## config.mk

```make
export PLATFORM = sky130hd
export DESIGN_NAME = gbp_front
export DESIGN_NICKNAME = d
export VERILOG_FILES = /design/src/design/gbp_pkg.sv /design/src/design/gbp_front.sv
export SDC_FILE = /design/constraint.sdc
export NUM_CORES = 2
export LEC_CHECK = 0
export ABC_AREA = 0
export BUFFER_PORTS_ARGS = -buffer_cell sky130_fd_sc_hd__buf_2
export CAP_MARGIN = 20
export CORE_MARGIN = 8
export CORE_UTILIZATION = 25
export CTS_CLUSTER_DIAMETER = 30
export DETAILED_ROUTE_END_ITERATION = 16
export HOLD_SLACK_MARGIN = 0.1
export PLACE_DENSITY_LB_ADDON = 0.08
export SLEW_MARGIN = 30
export SYNTH_ARGS = -nofsm -noshare
export SYNTH_HDL_FRONTEND = slang
export SYNTH_SLANG_ARGS = --single-unit
```

## constraint.sdc

```tcl
create_clock -name clk -period 17.1 [get_ports clk]
set_clock_uncertainty 0.15 [all_clocks]
set_input_delay 2.565 -clock clk [delete_from_list [all_inputs] [get_ports clk]]
set_output_delay 2.565 -clock clk [all_outputs]
set_load 0.01 [all_outputs]
```

## src/design/gbp_pkg.sv

```systemverilog
package gbp_pkg;

  localparam int FRAC_BITS = 16;

  // Register map of the configuration port.
  localparam int CFG_IDX_W = 8;
  localparam logic [CFG_IDX_W-1:0] REG_MIN_RADIUS   = 8'd0;
  localparam logic [CFG_IDX_W-1:0] REG_MAX_RADIUS   = 8'd1;
  localparam logic [CFG_IDX_W-1:0] REG_SAMPLE_COUNT = 8'd2;
  localparam logic [CFG_IDX_W-1:0] REG_BULGE_RADIUS = 8'd3;

  localparam logic [31:0] MIN_RESET   = 32'd0;
  localparam logic [31:0] MAX_RESET   = 32'd6553600;
  localparam logic [15:0] COUNT_RESET = 16'd256;
  localparam logic [31:0] BULGE_RESET = 32'd655360;
  localparam logic [31:0] STEP_RESET  = 32'(MAX_RESET / COUNT_RESET);

  localparam int STEP_DIV_BITS = 32;

  // Fourth root as two chained square roots, one result bit per stage.
  localparam int SQ1_STEPS = (64 - FRAC_BITS + 1) / 2;
  localparam int SQ1_IN_W  = 2 * SQ1_STEPS;
  localparam int SQ2_STEPS = (SQ1_STEPS + 32 + 1) / 2;
  localparam int SQ2_IN_W  = 2 * SQ2_STEPS;
  localparam int SQ_REM_W  = SQ2_STEPS + 2;
  localparam int SD_N      = SQ1_STEPS + SQ2_STEPS;

  // Exponents are Q.24; anything at or above 32.0 gives zero brightness.
  localparam int EXP_FRAC = 24;
  localparam int ED_W     = EXP_FRAC + 5;
  localparam int X_W      = ED_W + 1;

  localparam logic [26:0] K_Q32   = 27'd85899346;
  localparam logic [32:0] ONE_Q32 = 33'h1_0000_0000;
  localparam logic [16:0] INT_ONE = 17'h10000;

  localparam int HORNER_TERMS = 12;
  localparam int HORNER_N     = 3 * HORNER_TERMS;
  localparam int SQUARINGS    = 5;
  localparam int EX_N         = 2 + HORNER_N + SQUARINGS;

  localparam int MQ_DEPTH = 4;
  localparam int MQ_PTR_W = $clog2(MQ_DEPTH);
  localparam int MQ_CNT_W = $clog2(MQ_DEPTH + 1);
  localparam int OQ_DEPTH = 4;
  localparam int OQ_PTR_W = $clog2(OQ_DEPTH);
  localparam int OQ_CNT_W = $clog2(OQ_DEPTH + 1);

  typedef struct packed {
    logic [31:0] max_radius;
    logic [31:0] bulge_radius;
  } shape_cfg_t;

  typedef struct packed {
    logic [SQ_REM_W-1:0]  rem;
    logic [SQ2_STEPS-1:0] root;
  } sq_pair_t;

  typedef struct packed {
    logic [31:0]          radius;
    logic                 disk;
    logic                 sat;
    logic [31:0]          src;
    logic [33:0]          d3;
    logic [SQ_REM_W-1:0]  sq_rem;
    logic [SQ2_STEPS-1:0] sq_root;
    logic [SQ1_STEPS-1:0] s1;
    logic [31:0]          dv_rem;
    logic [ED_W-1:0]      dv_q;
  } sd_stage_t;

  typedef struct packed {
    logic [31:0]     radius;
    logic            zero;
    logic            big;
    logic [X_W-1:0]  x;
    logic [ED_W-1:0] ed;
    logic [31:0]     f;
    logic [32:0]     r;
    logic [31:0]     p;
    logic [31:0]     qa;
  } ex_stage_t;

  // floor(2^32 / k) for the Horner divisors.
  function automatic logic [32:0] recip(input int k);
    logic [32:0] m;
    case (k)
      1:       m = 33'd4294967296;
      2:       m = 33'd2147483648;
      3:       m = 33'd1431655765;
      4:       m = 33'd1073741824;
      5:       m = 33'd858993459;
      6:       m = 33'd715827882;
      7:       m = 33'd613566756;
      8:       m = 33'd536870912;
      9:       m = 33'd477218588;
      10:      m = 33'd429496729;
      11:      m = 33'd390451572;
      default: m = 33'd357913941;
    endcase
    return m;
  endfunction

  // One digit of a restoring integer square root.
  function automatic sq_pair_t sqrt_step(input logic [SQ_REM_W-1:0] rem,
                                         input logic [SQ2_STEPS-1:0] root,
                                         input logic [1:0] bits);
    logic [SQ_REM_W+1:0] cur;
    logic [SQ_REM_W+1:0] trial;
    sq_pair_t res;
    cur   = {rem, bits};
    trial = {2'b00, root, 2'b01};
    if (cur >= trial) begin
      res.rem  = SQ_REM_W'(cur - trial);
      res.root = {root[SQ2_STEPS-2:0], 1'b1};
    end else begin
      res.rem  = SQ_REM_W'(cur);
      res.root = {root[SQ2_STEPS-2:0], 1'b0};
    end
    return res;
  endfunction

endpackage

```

## src/design/gbp_front.sv

```systemverilog
module gbp_front (
  input  logic                          clk,
  input  logic                          rst,
  input  logic                          push,
  input  logic [15:0]                   sample_index,
  output logic                          full,
  input  logic                          cfg_valid,
  output logic                          cfg_ready,
  input  logic [gbp_pkg::CFG_IDX_W-1:0] cfg_index,
  input  logic [31:0]                   cfg_data,
  output gbp_pkg::shape_cfg_t           shape,
  output logic                          mq_push,
  output logic [31:0]                   mq_radius,
  input  logic                          mq_full
);

  logic [31:0] min_r;
  logic [31:0] max_r;
  logic [15:0] count_r;
  logic [31:0] bulge_r;
  logic [31:0] step;
  logic        busy;
  logic        loaded;
  logic [4:0]  cnt;
  logic        dv_ok;
  logic [31:0] dv_num;
  logic [15:0] dv_rem;
  logic [31:0] dv_num_next;
  logic [15:0] dv_rem_next;
  logic [16:0] dv_sh;

  logic        va;
  logic        vb;
  logic [47:0] prod;
  logic [31:0] rad_b;
  logic [48:0] sum;
  logic        en_f;
  logic        accept;

  assign cfg_ready = 1'b1;
  assign shape.max_radius   = max_r;
  assign shape.bulge_radius = bulge_r;

  // Step width divider: one quotient bit per cycle.
  always_comb begin
    dv_sh = {dv_rem, dv_num[31]};
    if (dv_sh >= {1'b0, count_r}) begin
      dv_rem_next = 16'(dv_sh - {1'b0, count_r});
      dv_num_next = {dv_num[30:0], 1'b1};
    end else begin
      dv_rem_next = dv_sh[15:0];
      dv_num_next = {dv_num[30:0], 1'b0};
    end
  end

  always_ff @(posedge clk) begin
    if (rst) begin
      min_r   <= gbp_pkg::MIN_RESET;
      max_r   <= gbp_pkg::MAX_RESET;
      count_r <= gbp_pkg::COUNT_RESET;
      bulge_r <= gbp_pkg::BULGE_RESET;
      step    <= gbp_pkg::STEP_RESET;
      busy    <= 1'b0;
      loaded  <= 1'b0;
      cnt     <= '0;
    end else if (cfg_valid) begin
      unique case (cfg_index)
        gbp_pkg::REG_MIN_RADIUS:   min_r   <= cfg_data;
        gbp_pkg::REG_MAX_RADIUS:   max_r   <= cfg_data;
        gbp_pkg::REG_SAMPLE_COUNT: count_r <= cfg_data[15:0];
        gbp_pkg::REG_BULGE_RADIUS: bulge_r <= cfg_data;
        default: ;
      endcase
      busy   <= 1'b1;
      loaded <= 1'b0;
    end else if (busy) begin
      if (!loaded) begin
        loaded <= 1'b1;
        cnt    <= '0;
        dv_ok  <= (max_r > min_r) && (count_r != 16'd0);
        dv_num <= max_r - min_r;
        dv_rem <= '0;
      end else begin
        dv_num <= dv_num_next;
        dv_rem <= dv_rem_next;
        cnt    <= cnt + 5'd1;
        if (cnt == 5'(gbp_pkg::STEP_DIV_BITS - 1)) begin
          busy <= 1'b0;
          step <= dv_ok ? dv_num_next : 32'd0;
        end
      end
    end
  end

  assign en_f   = !mq_full;
  assign full   = busy || mq_full;
  assign accept = push && !full;

  assign sum = {17'd0, min_r} + {1'b0, prod};

  always_ff @(posedge clk) begin
    if (rst) begin
      va <= 1'b0;
      vb <= 1'b0;
    end else if (en_f) begin
      va <= accept;
      vb <= va;
    end
  end

  always_ff @(posedge clk) begin
    if (en_f) begin
      prod  <= sample_index * step;
      rad_b <= (sum[48:32] != 17'd0) ? 32'hFFFF_FFFF : sum[31:0];
    end
  end

  assign mq_push   = vb && en_f;
  assign mq_radius = rad_b;

endmodule

```

==> flow_summary_export.csv <==
group,metric,value,unit
sta,slew-limit-headroom,0.3592,
synth,synthArstFlopShare,0,
worst_setup_path,cpMostUsedCell,"fa_1",
synth,synth_cells,3470,
synth,yosys_warnings,0,
floorplanning,core,121200,µm²
cts,cts.sinks,282,
global_route,grt.overflow.total,0,
drt,drc,0,
cells_and_area,fill_cells,13110,
sta,post-route-period-util,0.5739,
cells_and_area,final_common_cell,"nand2_1",
floorplanning,die_w,364.7,µm
synth,netlist_area,30410,µm²
worst_setup_path,cp-end-kind,"flip-flop",
cts,cts_setup_buffers,0,
sta,tightest_slew,0.9512,ns
cts,cts_buffer_depth,3,
power_and_ir_drop,power_leakage,15.32,nW
power_and_ir_drop,ir_drop,0.06047,mV
floorplanning,fp.dieH,364.7,µm
drt,dr.pass1.iters,5,
status,outcome,"finished clean",
cts,clk_latency,0.59,ns
synth,ys_ff_latch,282,
sta,finalHoldViolCount,0,
synth,yosysSeqAreaShare,0.2281,
synth,yosysUniqueCellTypes,74,
floorplanning,ios,160,
worst_setup_path,cp_slowest_cell,"o21ai_0",
cells_and_area,final_cell_mix,"684 x nand2_1, 531 x inv_1, 421 x fa_1",
cells_and_area,final_core_util,0.2915,
min_path,hp-class,"reg -> reg",
global_route,grt_pass1_vias,25220,
cts,numCtsBuffers,72,
cells_and_area,drive_gt1_frac,0.09857,
global_route,gr-usage-all-layers,0.1534,
global_route,grt_pass1_wl,157.2,mm
sta,setup_viol,0,
worst_setup_path,cp_max_fo,32,
sta,setup-tns-final,0,ns
drt,wl_per_cell,19.24,µm
sta,max_freq,101.9,MHz
floorplanning,num_rows,128,
drt,vias,23450,
worst_setup_path,cp_slowest_stage_delay,0.77,ns
global_route,antenna_found_initial,4,
floorplanning,start_util,0.2508,
sta,rsz0062_at_grt,"no",
cts,clk_pin_slew,0.04,ns
placement,io_buffers,158,
placement,hpwlAfterDp,78.38,mm
power_and_ir_drop,p_per_area,69.74,nW/µm²
placement,gp_congestion,0.7720,
worst_setup_path,worstSetupPathType,"in -> reg",
worst_setup_path,critPathRequiredTime,17.28,ns
synth,synth_ff_type,"dfxtp_1",
cts,post_cts_resized,0,
drt,wirelength,101.5,mm
cts,cts.htree.levels,3,
drt,viasPerCell,4.447,
cells_and_area,syn_to_final_growth,16.24,%
drt,antenna_left,0,
sta,fin_crit,9.813,ns
job,cap_violations,0,
worst_setup_path,crit_arrival,9.99,ns
global_route,grt_max_degree,86,
synth,synth_edf_count,129,
cts,root_buffer,"clkbuf_16",
cts,cts.hold.buffers_added,0,
synth,synth_fp_nets,4154,
drt,first_iter_violations,1129,
sta,slew_violations,0,
synth,syn-mean-instance-area,8.762,µm²
cells_and_area,nets,4269,
cts,cts_tree,"yes",
floorplanning,die-area,133000,µm²
worst_setup_path,start_kind,"primary input",
[per-layer routing]
metal,track usage,wire length [µm]
met3,0.01646,2513
met1,0.1979,45340
met2,0.2785,52180
met5,0,0
met4,0.02710,1439
[worst max-delay path, delay by kind of cell]
kind,cells,cell delay (ns)
XOR/XNOR,1,0.15
adder cells (fa/ha/maj),7,3.33
buffers and inverters,6,0.87
AO/OA/AOI/OAI,10,2.83
AND/OR/NAND/NOR,1,0.18
[registers in the layout (all words and copies together) (netlist names), 5 cells and up]
| register | cells |
|---|---|
| count_r | 16 |
| prod | 48 |
| step | 32 |
| dv_rem | 16 |
| min_r | 32 |
| mq_radius | 32 |
| dv_num | 32 |
| bulge_r | 32 |
| cnt | 5 |
| max_r | 32 |
[logic make-up after synthesis]
| family | synth area share |
|---|---|
| AND/OR/NAND/NOR | 0.1837 |
| buffers and inverters | 0.08761 |
| adder cells (fa/ha/maj) | 0.3603 |
| AO/OA/AOI/OAI | 0.1077 |
| flip-flops | 0.2281 |
| XOR/XNOR | 0.02909 |
| multiplexers | 0.003333 |
| other | 0.0001233 |
[Yosys cell counts, drive strengths merged, types with 10 or more instances]
cell / n / area share
nor2b: 18 / 0.0037
nor4: 10 / 0.0023
buf: 12 / 0.0025
a211oi: 20 / 0.0051
xnor2: 54 / 0.016
clkbuf: 152 / 0.019
nand3: 59 / 0.0097
fa: 421 / 0.28
nor3: 28 / 0.0048
nand2: 684 / 0.084
or2: 10 / 0.0021
xor2: 47 / 0.014
a31oi: 13 / 0.0027
ha: 202 / 0.083
o21a: 14 / 0.0035
inv: 532 / 0.066
and2: 215 / 0.044
a21oi: 247 / 0.041
a21o: 63 / 0.016
or3: 10 / 0.0023
nor2: 100 / 0.012
nand4: 23 / 0.0047
o31ai: 12 / 0.0031
edfxtp: 129 / 0.13
o21ai: 101 / 0.017
dfxtp: 153 / 0.10
o21bai: 14 / 0.0035
nand2b: 20 / 0.0041
and3: 22 / 0.0046
[worst paths after layout]
| check | from | endpoint | slack [ns] | cells past startpoint |
|---|---|---|---|---|
| setup reg to reg | step[11]$_SDFFE_PP0P_ | prod[42]$_DFFE_PN_ | 9.08 | 23 |
| hold reg to reg | bulge_r[22]$_SDFFE_PP0P_ | bulge_r[22]$_SDFFE_PP0P_ | 0.30 | 2 |
| hold / removal | bulge_r[22]$_SDFFE_PP0P_ | bulge_r[22]$_SDFFE_PP0P_ | 0.30 | 2 |
| setup / recovery | sample_index[7] | prod[42]$_DFFE_PN_ | 7.29 | 25 |
[layout make-up]
class                   count  area, µm²  area share
clock inverters            35      299.0    0.008461
inverters                 532       1998     0.05654
diodes                      6      15.01   0.0004248
repair buffers            207       1165     0.03296
flip-flops and latches    282       6939      0.1963
multi-input cells        2490      20830      0.5892
clock buffers              96       2069     0.05855
well taps                1625       2033     0.05753
[per-stage QoR]
stage	hold slack [ns]	std cells	setup WS [ns]	power (mW)	cell area, µm²
after global placement	0.2903	5136	6.702	1.179	32960
after detailed placement	0.2934	5136	6.665	1.173	32960
after CTS	0.2995	5267	7.291	2.511	35330
after floorplan	0.2862	3470	8.197	1.026	30410
final	0.2983	5273	7.287	2.465	35340
after global routing	0.3171	5267	6.883	2.592	35330
[where the power goes]
group	switching (mW)	leakage [nW]	internal, mW	total (mW)
sequential	0.0128	2.37	0.740	0.753
combinational	0.265	11.8	0.136	0.400
clock	0.421	1.15	0.890	1.31
No activity file was read; power rests on OpenSTA's default activity.
