### src/design/gbp_pkg.sv
package gbp_pkg;

  localparam int FRAC_BITS = 16;

  // Register map of the configuration port.
  localparam int CFG_IDX_W = 8;
  localparam logic [CFG_IDX_W-1:0] REG_MIN_RADIUS   = 8'd0;
  localparam logic [CFG_IDX_W-1:0] REG_MAX_RADIUS   = 8'd1;
  localparam logic [CFG_IDX_W-1:0] REG_SAMPLE_COUNT = 8'd2;
  localparam logic [CFG_IDX_W-1:0] REG_BULGE_RADIUS = 8'd3;

  localparam logic [31:0] MIN_RESET   = 32'd0;
  localparam logic [31:0] MAX_RESET   = 32'd6553600;
  localparam logic [15:0] COUNT_RESET = 16'd256;
  localparam logic [31:0] BULGE_RESET = 32'd655360;
  localparam logic [31:0] STEP_RESET  = 32'(MAX_RESET / COUNT_RESET);

  localparam int STEP_DIV_BITS = 32;

  // Fourth root as two chained square roots, one result bit per stage.
  localparam int SQ1_STEPS = (64 - FRAC_BITS + 1) / 2;
  localparam int SQ1_IN_W  = 2 * SQ1_STEPS;
  localparam int SQ2_STEPS = (SQ1_STEPS + 32 + 1) / 2;
  localparam int SQ2_IN_W  = 2 * SQ2_STEPS;
  localparam int SQ_REM_W  = SQ2_STEPS + 2;
  localparam int SD_N      = SQ1_STEPS + SQ2_STEPS;

  // Exponents are Q.24; anything at or above 32.0 gives zero brightness.
  localparam int EXP_FRAC = 24;
  localparam int ED_W     = EXP_FRAC + 5;
  localparam int X_W      = ED_W + 1;

  localparam logic [26:0] K_Q32   = 27'd85899346;
  localparam logic [32:0] ONE_Q32 = 33'h1_0000_0000;
  localparam logic [16:0] INT_ONE = 17'h10000;

  localparam int HORNER_TERMS = 12;
  localparam int HORNER_N     = 3 * HORNER_TERMS;
  localparam int SQUARINGS    = 5;
  localparam int EX_N         = 2 + HORNER_N + SQUARINGS;

  localparam int MQ_DEPTH = 4;
  localparam int MQ_PTR_W = $clog2(MQ_DEPTH);
  localparam int MQ_CNT_W = $clog2(MQ_DEPTH + 1);
  localparam int OQ_DEPTH = 4;
  localparam int OQ_PTR_W = $clog2(OQ_DEPTH);
  localparam int OQ_CNT_W = $clog2(OQ_DEPTH + 1);

  typedef struct packed {
    logic [31:0] max_radius;
    logic [31:0] bulge_radius;
  } shape_cfg_t;

  typedef struct packed {
    logic [SQ_REM_W-1:0]  rem;
    logic [SQ2_STEPS-1:0] root;
  } sq_pair_t;

  typedef struct packed {
    logic [31:0]          radius;
    logic                 disk;
    logic                 sat;
    logic [31:0]          src;
    logic [33:0]          d3;
    logic [SQ_REM_W-1:0]  sq_rem;
    logic [SQ2_STEPS-1:0] sq_root;
    logic [SQ1_STEPS-1:0] s1;
    logic [31:0]          dv_rem;
    logic [ED_W-1:0]      dv_q;
  } sd_stage_t;

  typedef struct packed {
    logic [31:0]     radius;
    logic            zero;
    logic            big;
    logic [X_W-1:0]  x;
    logic [ED_W-1:0] ed;
    logic [31:0]     f;
    logic [32:0]     r;
    logic [31:0]     p;
    logic [31:0]     qa;
  } ex_stage_t;

  // floor(2^32 / k) for the Horner divisors.
  function automatic logic [32:0] recip(input int k);
    logic [32:0] m;
    case (k)
      1:       m = 33'd4294967296;
      2:       m = 33'd2147483648;
      3:       m = 33'd1431655765;
      4:       m = 33'd1073741824;
      5:       m = 33'd858993459;
      6:       m = 33'd715827882;
      7:       m = 33'd613566756;
      8:       m = 33'd536870912;
      9:       m = 33'd477218588;
      10:      m = 33'd429496729;
      11:      m = 33'd390451572;
      default: m = 33'd357913941;
    endcase
    return m;
  endfunction

  // One digit of a restoring integer square root.
  function automatic sq_pair_t sqrt_step(input logic [SQ_REM_W-1:0] rem,
                                         input logic [SQ2_STEPS-1:0] root,
                                         input logic [1:0] bits);
    logic [SQ_REM_W+1:0] cur;
    logic [SQ_REM_W+1:0] trial;
    sq_pair_t res;
    cur   = {rem, bits};
    trial = {2'b00, root, 2'b01};
    if (cur >= trial) begin
      res.rem  = SQ_REM_W'(cur - trial);
      res.root = {root[SQ2_STEPS-2:0], 1'b1};
    end else begin
      res.rem  = SQ_REM_W'(cur);
      res.root = {root[SQ2_STEPS-2:0], 1'b0};
    end
    return res;
  endfunction

endpackage

### src/design/gbp_mid_queue.sv
module gbp_mid_queue (
  input  logic        clk,
  input  logic        rst,
  input  logic        push,
  input  logic [31:0] push_radius,
  output logic        full,
  input  logic        pop,
  output logic [31:0] pop_radius,
  output logic        empty
);

  logic [31:0]                  mem [gbp_pkg::MQ_DEPTH];
  logic [gbp_pkg::MQ_PTR_W-1:0] wptr;
  logic [gbp_pkg::MQ_PTR_W-1:0] rptr;
  logic [gbp_pkg::MQ_CNT_W-1:0] count;
  logic                         do_push;
  logic                         do_pop;

  assign full       = (count == gbp_pkg::MQ_CNT_W'(gbp_pkg::MQ_DEPTH));
  assign empty      = (count == '0);
  assign do_push    = push && !full;
  assign do_pop     = pop && !empty;
  assign pop_radius = mem[rptr];

  always_ff @(posedge clk) begin
    if (rst) begin
      wptr  <= '0;
      rptr  <= '0;
      count <= '0;
    end else begin
      if (do_push) wptr <= wptr + 1'b1;
      if (do_pop) rptr <= rptr + 1'b1;
      if (do_push && !do_pop) begin
        count <= count + 1'b1;
      end else if (do_pop && !do_push) begin
        count <= count - 1'b1;
      end
    end
  end

  always_ff @(posedge clk) begin
    if (do_push) mem[wptr] <= push_radius;
  end

endmodule

### config.mk
export PLATFORM = sky130hd
export DESIGN_NAME = gbp_mid_queue
export DESIGN_NICKNAME = d
export VERILOG_FILES = /design/src/design/gbp_pkg.sv /design/src/design/gbp_mid_queue.sv
export SDC_FILE = /design/constraint.sdc
export NUM_CORES = 1
export LEC_CHECK = 0
export BUFFER_PORTS_ARGS = -buffer_cell sky130_fd_sc_hd__clkbuf_2
export CAP_MARGIN = 20
export CORE_ASPECT_RATIO = 0.5
export CORE_MARGIN = 10
export CORE_UTILIZATION = 40
export DETAILED_ROUTE_END_ITERATION = 10
export PLACE_DENSITY = 0.69
export SYNTH_ARGS = -nofsm -noshare
export SYNTH_HDL_FRONTEND = slang
export SYNTH_SLANG_ARGS = --single-unit
### constraint.sdc
create_clock -name clk -period 2 [get_ports clk]
set_input_delay 0.1 -clock clk [delete_from_list [all_inputs] [get_ports clk]]
set_output_delay 0.1 -clock clk [all_outputs]
set_load 0.03 [all_outputs]
==> results of run 1 <==
-- worst reg2reg max path: stages, from the launching register on --
cell and delay, ns:
sky130_fd_sc_hd__dfxtp_4 0.36, sky130_fd_sc_hd__nor3b_4 0.16, sky130_fd_sc_hd__nor2_2 0.12, sky130_fd_sc_hd__ha_2 0.20, sky130_fd_sc_hd__inv_2 0.04, sky130_fd_sc_hd__fa_2 0.32, sky130_fd_sc_hd__xor2_1 0.15, sky130_fd_sc_hd__or3_1 0.39
sky130_fd_sc_hd__a21oi_2 0.12
-- sequential cells by signal, indices dropped and copies added (netlist names), named ones only --
signal  count
count       3
mem       128
rptr        2
wptr        2
-- worst paths after layout --
kind / depth (start not counted) / slack, ns / end / start
setup / recovery: 8 / 0.07 / count[2] / count[2]
hold / removal: 4 / 0.07 / wptr[0] / push
setup reg to reg: 8 / 0.07 / count[2] / count[2]
hold reg to reg: 2 / 0.53 / wptr[1] / wptr[1]
-- synth_stat cells --
cell                       count
sky130_fd_sc_hd__mux4_1        2
sky130_fd_sc_hd__dfxtp_1       9
sky130_fd_sc_hd__o21ai_0       2
sky130_fd_sc_hd__ha_1          5
sky130_fd_sc_hd__xor2_1        4
sky130_fd_sc_hd__o31ai_2       1
sky130_fd_sc_hd__nor3b_4       1
sky130_fd_sc_hd__nand2b_1      2
sky130_fd_sc_hd__o311ai_1      1
sky130_fd_sc_hd__a21oi_1       2
sky130_fd_sc_hd__buf_12        3
sky130_fd_sc_hd__clkbuf_1      1
sky130_fd_sc_hd__buf_2         3
sky130_fd_sc_hd__fa_1          1
sky130_fd_sc_hd__nor3_1        1
sky130_fd_sc_hd__and2_1        4
sky130_fd_sc_hd__buf_6         1
sky130_fd_sc_hd__mux2i_1       2
sky130_fd_sc_hd__inv_1         4
sky130_fd_sc_hd__edfxtp_1    128
sky130_fd_sc_hd__mux4_2       30
sky130_fd_sc_hd__or3_1         2
sky130_fd_sc_hd__nor2_1        6
-- cells by family (layout without fill, tap and decap cells) --
family                     after synthesis  after routing
adders and majority gates                6              6
DFF                                    137            137
xor gates and xnor gates                 4              4
buffers and inverters                   12            146
and+or+nand+nor                         16             16
AOI/OAI and AO/OA                        6              6
muxes                                   34             34
-- what timing repair did --
action | in CTS | in global routing
pin swaps | 1 | 4
endpoints found under the hold margin | 134 | 0
gates resized for setup | 2 | 7
setup buffers | 1 | 2
hold buffers | 33 | 0
gates cloned | 0 | 0
endpoints found under the setup margin | 1 | 129
-- metal layers --
| layer | up-vias | part of all wire | track usage |
|---|---|---|---|
| li1 | 1144 | - | - |
| met1 | 1258 | 0.39 | 0.112 |
| met2 | 51 | 0.56 | 0.199 |
| met3 | 11 | 0.035 | 0.0316 |
| met4 | 0 | 0.012 | 0.0489 |
| met5 | - | 0 | 0 |
-- metrics by stage --
| stage | instance area [µm²] | setup TNS (ns) | utilization | power [mW] |
|---|---|---|---|---|
| after CTS | 6590 | 0 | 0.523 | 8.98 |
| after floorplan | 5140 | 0 | - | 5.41 |
| after detailed placement | 5680 | -0.0140 | 0.451 | 6.00 |
| after global routing | 6620 | -0.0226 | 0.525 | 9.28 |
| after global placement | 5680 | 0 | 0.451 | 5.92 |
| final | 6620 | 0 | 0.525 | 8.89 |
-- final cells by class --
class / instances / share of cell area
multi-input cells: 66 / 0.155
flip-flops and latches: 137 / 0.610
repair buffers: 110 / 0.115
well taps: 170 / 0.0321
clock inverters: 14 / 0.0200
clock buffers: 18 / 0.0649
inverters: 4 / 0.00227
-- power groups by stage --
stage	Clock [mW]	Sequential, mW	Combinational [mW]
4_1_cts	2.95	3.62	2.41
6_report	2.90	3.61	2.38
5_1_grt	3.07	3.64	2.56
3_3_place_gp	0	3.64	2.28
2_1_floorplan	0	3.61	1.80
3_5_place_dp	0	3.67	2.33
==> metrics.md, run 1 <==
| Metric | Value |
|---|---|
| Run status | `complete, no violations` |
| Starting utilization of the core area | `0.408` |
| Pleak | `~2.3 nW` |
| Via-to-Cell Ratio | `~4.7` |
| Sw power | `2.65 mW` |
| Multiplexer area fraction after synthesis | `0.146` |
| Net count after synthesis | `257` |
| Number of placed instances with taps included | `451` |
| Required @ worst endpoint | `2.33 ns` |
| Maximum achievable frequency | `~0.52 GHz` |
| Share of final-layout standard cells stronger than drive strength 1 | `0.433` |
| Count of state elements after synthesis | `137` |
| Power density cells | `around 1300 nW/µm²` |
| Worst-case headroom to the max-slew limit | `0.422` |
| Port Buffer Count | `69` |
| Number of sinks on the clock net | `137` |
| DR pass1 iterations | `4` |
| Initial drt markers | `approximately 120` |
| Critical Setup Path Class | `register to register` |
| Total of warnings raised by yosys | `0` |
| Hold slack final | `0.0714 ns` |
| Number of routed nets with antenna violations | `0` |
| Number of max-capacitance violations reported | `0` |
| Global-route congestion overflow total | `0` |
| Top area cells in the synthesized netlist | `sky130_fd_sc_hd__edfxtp_1, sky130_fd_sc_hd__mux4_2, sky130_fd_sc_hd__dfxtp_1, sky130_fd_sc_hd__ha_1, sky130_fd_sc_hd__buf_12` |
| Wire length of the first global-routing pass | `15.0 mm` |
| Final #Nets | `~380` |
| Floorplan die width | `about 180 µm` |
| Die Area | `approximately 18000 µm²` |
| Sort of element at the end of the critical path | `register` |
| Via count | `2464` |
| Setup violation total in the final timing report | `0` |
| Routed WL | `9.47 mm` |
| WL/cell | `18.3 µm` |
| Proportion of netlist area held by the largest area contributor | `0.749` |
| Filler Cell Count | `956` |
| Crit-path slowest cell | `sky130_fd_sc_hd__or3_1` |
| Synth Area in Simple Gates | `0.0188` |
| Setup WS post-layout | `0.0746 ns` |
| Crit path buf inv count | `1` |
| Later-pin clock latency in the skew report | `approximately 0.40 ns` |
| Detailed placement HPWL | `6.03 mm` |
| Final cycle utilization of the critical path | `0.963` |
| Die extent in y | `100 µm` |
| Top-level port count | `70` |
| Combinational Power Share | `0.268` |
| Worst voltage drop across the vdd grid | `0.591 mV` |
| Part of the Yosys area used for sequential elements | `0.784` |
| Share of total power in the clock network | `0.326` |
| Switching Share | `0.298` |
| Crit path arrival time | `about 2.3 ns` |
| Max-slew violation count | `0` |
| Worst hold path type | `primary input to register` |
| # rows | `29` |
| Depth of the CTS H-tree | `4` |
| Final weighted congestion in routability-driven placement | `0.654` |
| Root cell of the clock tree | `sky130_fd_sc_hd__clkbuf_16` |
| Post-synth cell types | `23` |
| Internal Power | `6.25 mW` |
| Most frequent cells in the layout | `sky130_fd_sc_hd__edfxtp_1, sky130_fd_sc_hd__clkbuf_2, sky130_fd_sc_hd__dlygate4sd3_1` |
| Post-placement worst setup slack | `-0.0140 ns` |
| Cell type contributing the most total cell area after synthesis | `sky130_fd_sc_hd__edfxtp_1` |
| Drc violations | `0` |
| Placeable core area | `12600 µm²` |
| Highest cell delay on the worst timing path | `0.39 ns` |
| Post-Route Skew | `0.00702 ns` |
| Complex-gate fraction of the synthesized area | `0.00804` |
| Initial antenna violation count | `0` |
| Seq pwr share | `0.406` |
| Number of clock buffers inserted by TritonCTS | `17` |
| Critical-path maximum fanout | `4` |
| Sequential cell area in the final layout | `4040 µm²` |
| Xor/xnor cell area share of the yosys netlist | `0.00683` |
| Family with the most delay on the worst path | `simple AND/OR/NAND/NOR gates` |
| Max Root-Sink Buffers | `2` |
| Synthesis-to-finish area growth | `28.9%` |
| Number of global-route vias before repair | `2790` |
| Gate count of the mapped netlist | `roughly 220` |
| TritonCTS clock tree | `built` |
| Mean instance size in the synthesized netlist | `23.9 µm²` |
| Number of standard cells in the final layout excluding fillers | `slightly above 500` |
| Final-report hold violation count | `0` |
| Largest family of logic cells by synthesized area | `multiplexers` |
| Worst Max-Slew Pin Slew | `between 0.8 and 0.9 ns` |
| Time the final worst path needs with I/O delays and setup | `1.93 ns` |
| Multi-input gate area | `about 1000 µm²` |
| Synthesized area | `about 5100 µm²` |
| Diodes inserted | `0` |
| Area share of fa/ha/maj cells after synthesis | `0.0161` |
| Maximum number of pins on one net before global-route repair | `33` |
| Total routing usage reported by global routing | `0.107` |
| Critical Path Source Type | `register` |
| Most common cell after layout, fill and taps aside | `sky130_fd_sc_hd__edfxtp_1` |
| CP cell instances | `nor3b_4 > nor2_2 > ha_2 > inv_2 > fa_2 > xor2_1 > or3_1 > a21oi_2` |
| Clock transition at path regs | `0.05 ns` |
| Unrepaired setup endpoints after global routing | `true` |
Note: power is estimated with default switching activity, not from simulation.
==> run 2, diff against run 1 <==
--- a/config.mk
+++ b/config.mk
@@ -9,9 +9,9 @@
 export CAP_MARGIN = 20
 export CORE_ASPECT_RATIO = 0.5
 export CORE_MARGIN = 10
-export CORE_UTILIZATION = 40
+export CORE_UTILIZATION = 25
 export DETAILED_ROUTE_END_ITERATION = 10
-export PLACE_DENSITY = 0.69
+export PLACE_DENSITY = 0.51
 export SYNTH_ARGS = -nofsm -noshare
 export SYNTH_HDL_FRONTEND = slang
 export SYNTH_SLANG_ARGS = --single-unit
==> metrics.md, run 2 (same netlist as run 1, synthesis figures left out) <==
| Metric | Value |
|---|---|
| Run status | `complete, no violations (unchanged)` |
| Sort of element at the end of the critical path | `register (unchanged)` |
| Final-report hold violation count | `0 (unchanged)` |
| Final #Nets | `381 (was 378)` |
| Top flop regs | `mem: 128 flops, count: 3 flops (unchanged)` |
| Synthesis-to-finish area growth | `32.6% (was 28.9%)` |
| Time the final worst path needs with I/O delays and setup | `1.93 ns (about the same)` |
| Placeable core area | `19800 µm² (was 12600 µm²)` |
| Combinational Power Share | `0.263 (was 0.268)` |
| Share of final-layout standard cells stronger than drive strength 1 | `0.429 (was 0.433)` |
| Filler Cell Count | `1870 (was 956)` |
| Pleak | `2.35 nW (was 2.29 nW)` |
| Share of total power in the clock network | `0.347 (was 0.326)` |
| DR pass1 iterations | `4 (unchanged)` |
| Later-pin clock latency in the skew report | `0.41 ns (was 0.40 ns)` |
| Internal Power | `6.50 mW (was 6.25 mW)` |
| Routed WL | `10.1 mm (was 9.47 mm)` |
| Post-CTS Setup Inserts | `0 (was 1)` |
| Max-slew violation count | `0 (unchanged)` |
| Number of placed instances with taps included | `553 (was 451)` |
| # rows | `36 (was 29)` |
| Depth of the CTS H-tree | `4 (unchanged)` |
| Final weighted congestion in routability-driven placement | `0.673 (was 0.654)` |
| Most frequent cells in the layout | `sky130_fd_sc_hd__edfxtp_1, sky130_fd_sc_hd__clkbuf_2, sky130_fd_sc_hd__dlygate4sd3_1 (unchanged)` |
| Worst-case headroom to the max-slew limit | `0.416 (was 0.422)` |
| Critical-path maximum fanout | `6 (was 4)` |
| Maximum number of pins on one net before global-route repair | `33 (unchanged)` |
| Port Buffer Count | `69 (unchanged)` |
| Top-level port count | `70 (unchanged)` |
| Number of global-route vias before repair | `2731 (was 2790)` |
| Initial antenna violation count | `1 (was 0)` |
| Largest Register | `mem (unchanged)` |
| Total routing usage reported by global routing | `0.0773 (was 0.107)` |
| Global-route congestion overflow total | `0 (unchanged)` |
| WL/cell | `16.3 µm (was 18.3 µm)` |
| Switching Share | `0.293 (was 0.298)` |
| Power density cells | `1350 nW/µm² (was 1340 nW/µm²)` |
| Critical Setup Path Class | `register to register (unchanged)` |
| Worst voltage drop across the vdd grid | `0.532 mV (was 0.591 mV)` |
| Number of sinks on the clock net | `137 (unchanged)` |
| Most common cell after layout, fill and taps aside | `sky130_fd_sc_hd__edfxtp_1 (unchanged)` |
| Number of routed nets with antenna violations | `0 (unchanged)` |
| Post-route total power | `9.19 mW (was 8.89 mW)` |
| Required @ worst endpoint | `2.33 ns (about the same)` |
| Max Root-Sink Buffers | `2 (unchanged)` |
| Via count | `2453 (was 2464)` |
| Initial drt markers | `122 (was 117)` |
| Floorplan die width | `223 µm (was 180 µm)` |
| Number of clock buffers inserted by TritonCTS | `17 (unchanged)` |
| Root cell of the clock tree | `sky130_fd_sc_hd__clkbuf_16 (unchanged)` |
| Die Area | `27000 µm² (was 18000 µm²)` |
| Post-Route Skew | `0.00793 ns (was 0.00702 ns)` |
| Maximum achievable frequency | `0.517 GHz (was 0.519 GHz)` |
| Number of flip-flops in the largest register | `128 (unchanged)` |
| Worst hold path type | `primary input to register (unchanged)` |
| Unrepaired setup endpoints after global routing | `true (unchanged)` |
| Worst Max-Slew Pin Slew | `0.876 ns (was 0.867 ns)` |
| Number of standard cells in the final layout excluding fillers | `619 (was 519)` |
| Number of max-capacitance violations reported | `0 (unchanged)` |
| Wire length of the first global-routing pass | `15.7 mm (was 15.0 mm)` |
| Starting utilization of the core area | `0.259 (was 0.408)` |
| Final cycle utilization of the critical path | `0.966 (was 0.963)` |
| Die extent in y | `121 µm (was 100 µm)` |
| Critical Path Source Type | `register (unchanged)` |
| Sw power | `2.69 mW (was 2.65 mW)` |
| Setup violation total in the final timing report | `0 (unchanged)` |
| TritonCTS clock tree | `built (unchanged)` |
| Seq pwr share | `0.391 (was 0.406)` |
| Crit path arrival time | `2.27 ns (was 2.26 ns)` |
| Via-to-Cell Ratio | `3.96 (was 4.75)` |
| Clock transition at path regs | `0.06 ns (was 0.05 ns)` |
| Detailed placement HPWL | `6.44 mm (was 6.03 mm)` |
| Drc violations | `0 (unchanged)` |
## run 2: cell count changes in the layout (fill, tap and decap cells not counted), moves of 2 or more
cell	change
sky130_fd_sc_hd__buf_4	+2
sky130_fd_sc_hd__bufinv_16	+2
sky130_fd_sc_hd__clkinv_4	+2
sky130_fd_sc_hd__clkinvlp_4	-4
## run 2: path summary, 6_finish.rpt
| kind | depth (start not counted) | slack (ns) | endpoint | startpoint |
|---|---|---|---|---|
| worst max-delay path | 8 | 0.07 | count[2] | count[2] |
| worst min-delay path | 4 | 0.08 | wptr[0] | push |
| worst max register to register | 8 | 0.07 | count[2] | count[2] |
| worst min register to register | 2 | 0.53 | wptr[1] | wptr[1] |
## run 2: final cells by class
cell class | instances | area, µm² | share of cell area
Sequential cell | 137 | 4040 | 0.593
Multi-Input combinational cell | 66 | 1020 | 0.150
Timing Repair Buffer | 113 | 787 | 0.116
Clock buffer | 18 | 429 | 0.0631
Tap cell | 266 | 333 | 0.0489
Clock inverter | 14 | 180 | 0.0265
Inverter | 4 | 15.0 | 0.00221
Antenna cell | 1 | 2.50 | 0.000368
## run 2: worst max-delay path: stages, from the launching register on
cell and delay, ns:
sky130_fd_sc_hd__dfxtp_2 0.35, sky130_fd_sc_hd__nor3b_4 0.17, sky130_fd_sc_hd__nor2_2 0.12, sky130_fd_sc_hd__ha_2 0.20, sky130_fd_sc_hd__inv_1 0.05, sky130_fd_sc_hd__fa_1 0.36
sky130_fd_sc_hd__xor2_1 0.16, sky130_fd_sc_hd__or3_1 0.30, sky130_fd_sc_hd__a21oi_1 0.15
## run 2: per-stage QoR
stage	setup TNS, ns	setup slack [ns]	hold slack (ns)	util	instance area [µm²]
global placement	0	0.0355	0.323	0.295	5840
global route	-0.0397	-0.0397	0.0755	0.343	6800
floorplan	0	0.0553	0.199	-	5140
CTS	0	0.00412	0.0598	0.343	6790
finish	0	0.0672	0.0772	0.343	6800
detailed placement	0	0.00932	0.320	0.295	5840
## run 2: power by group through the flow
stage | clock [mW] | sequential [mW] | combinational [mW]
after global routing | 3.40 | 3.62 | 2.60
after floorplan | 0 | 3.61 | 1.80
after detailed placement | 0 | 3.64 | 2.42
final | 3.19 | 3.59 | 2.41
after global placement | 0 | 3.63 | 2.43
after CTS | 3.25 | 3.59 | 2.49
## run 2: repair_timing
item / 4_1_cts / 5_1_grt
hold buffers: 33 / 0
hold endpoints to repair: 134 / 0
cloned: 0 / 0
resized for setup: 2 / 4
pin swaps: 0 / 2
endpoints found under the setup margin: 1 / 27
## run 2: layer usage
layer | up-vias | GRT usage | wire [µm]
met5 | - | 0 | 0
met4 | 0 | 0.0302 | 123
met3 | 12 | 0.0272 | 373
met2 | 30 | 0.134 | 5350
met1 | 1268 | 0.0860 | 4230
li1 | 1143 | - | -
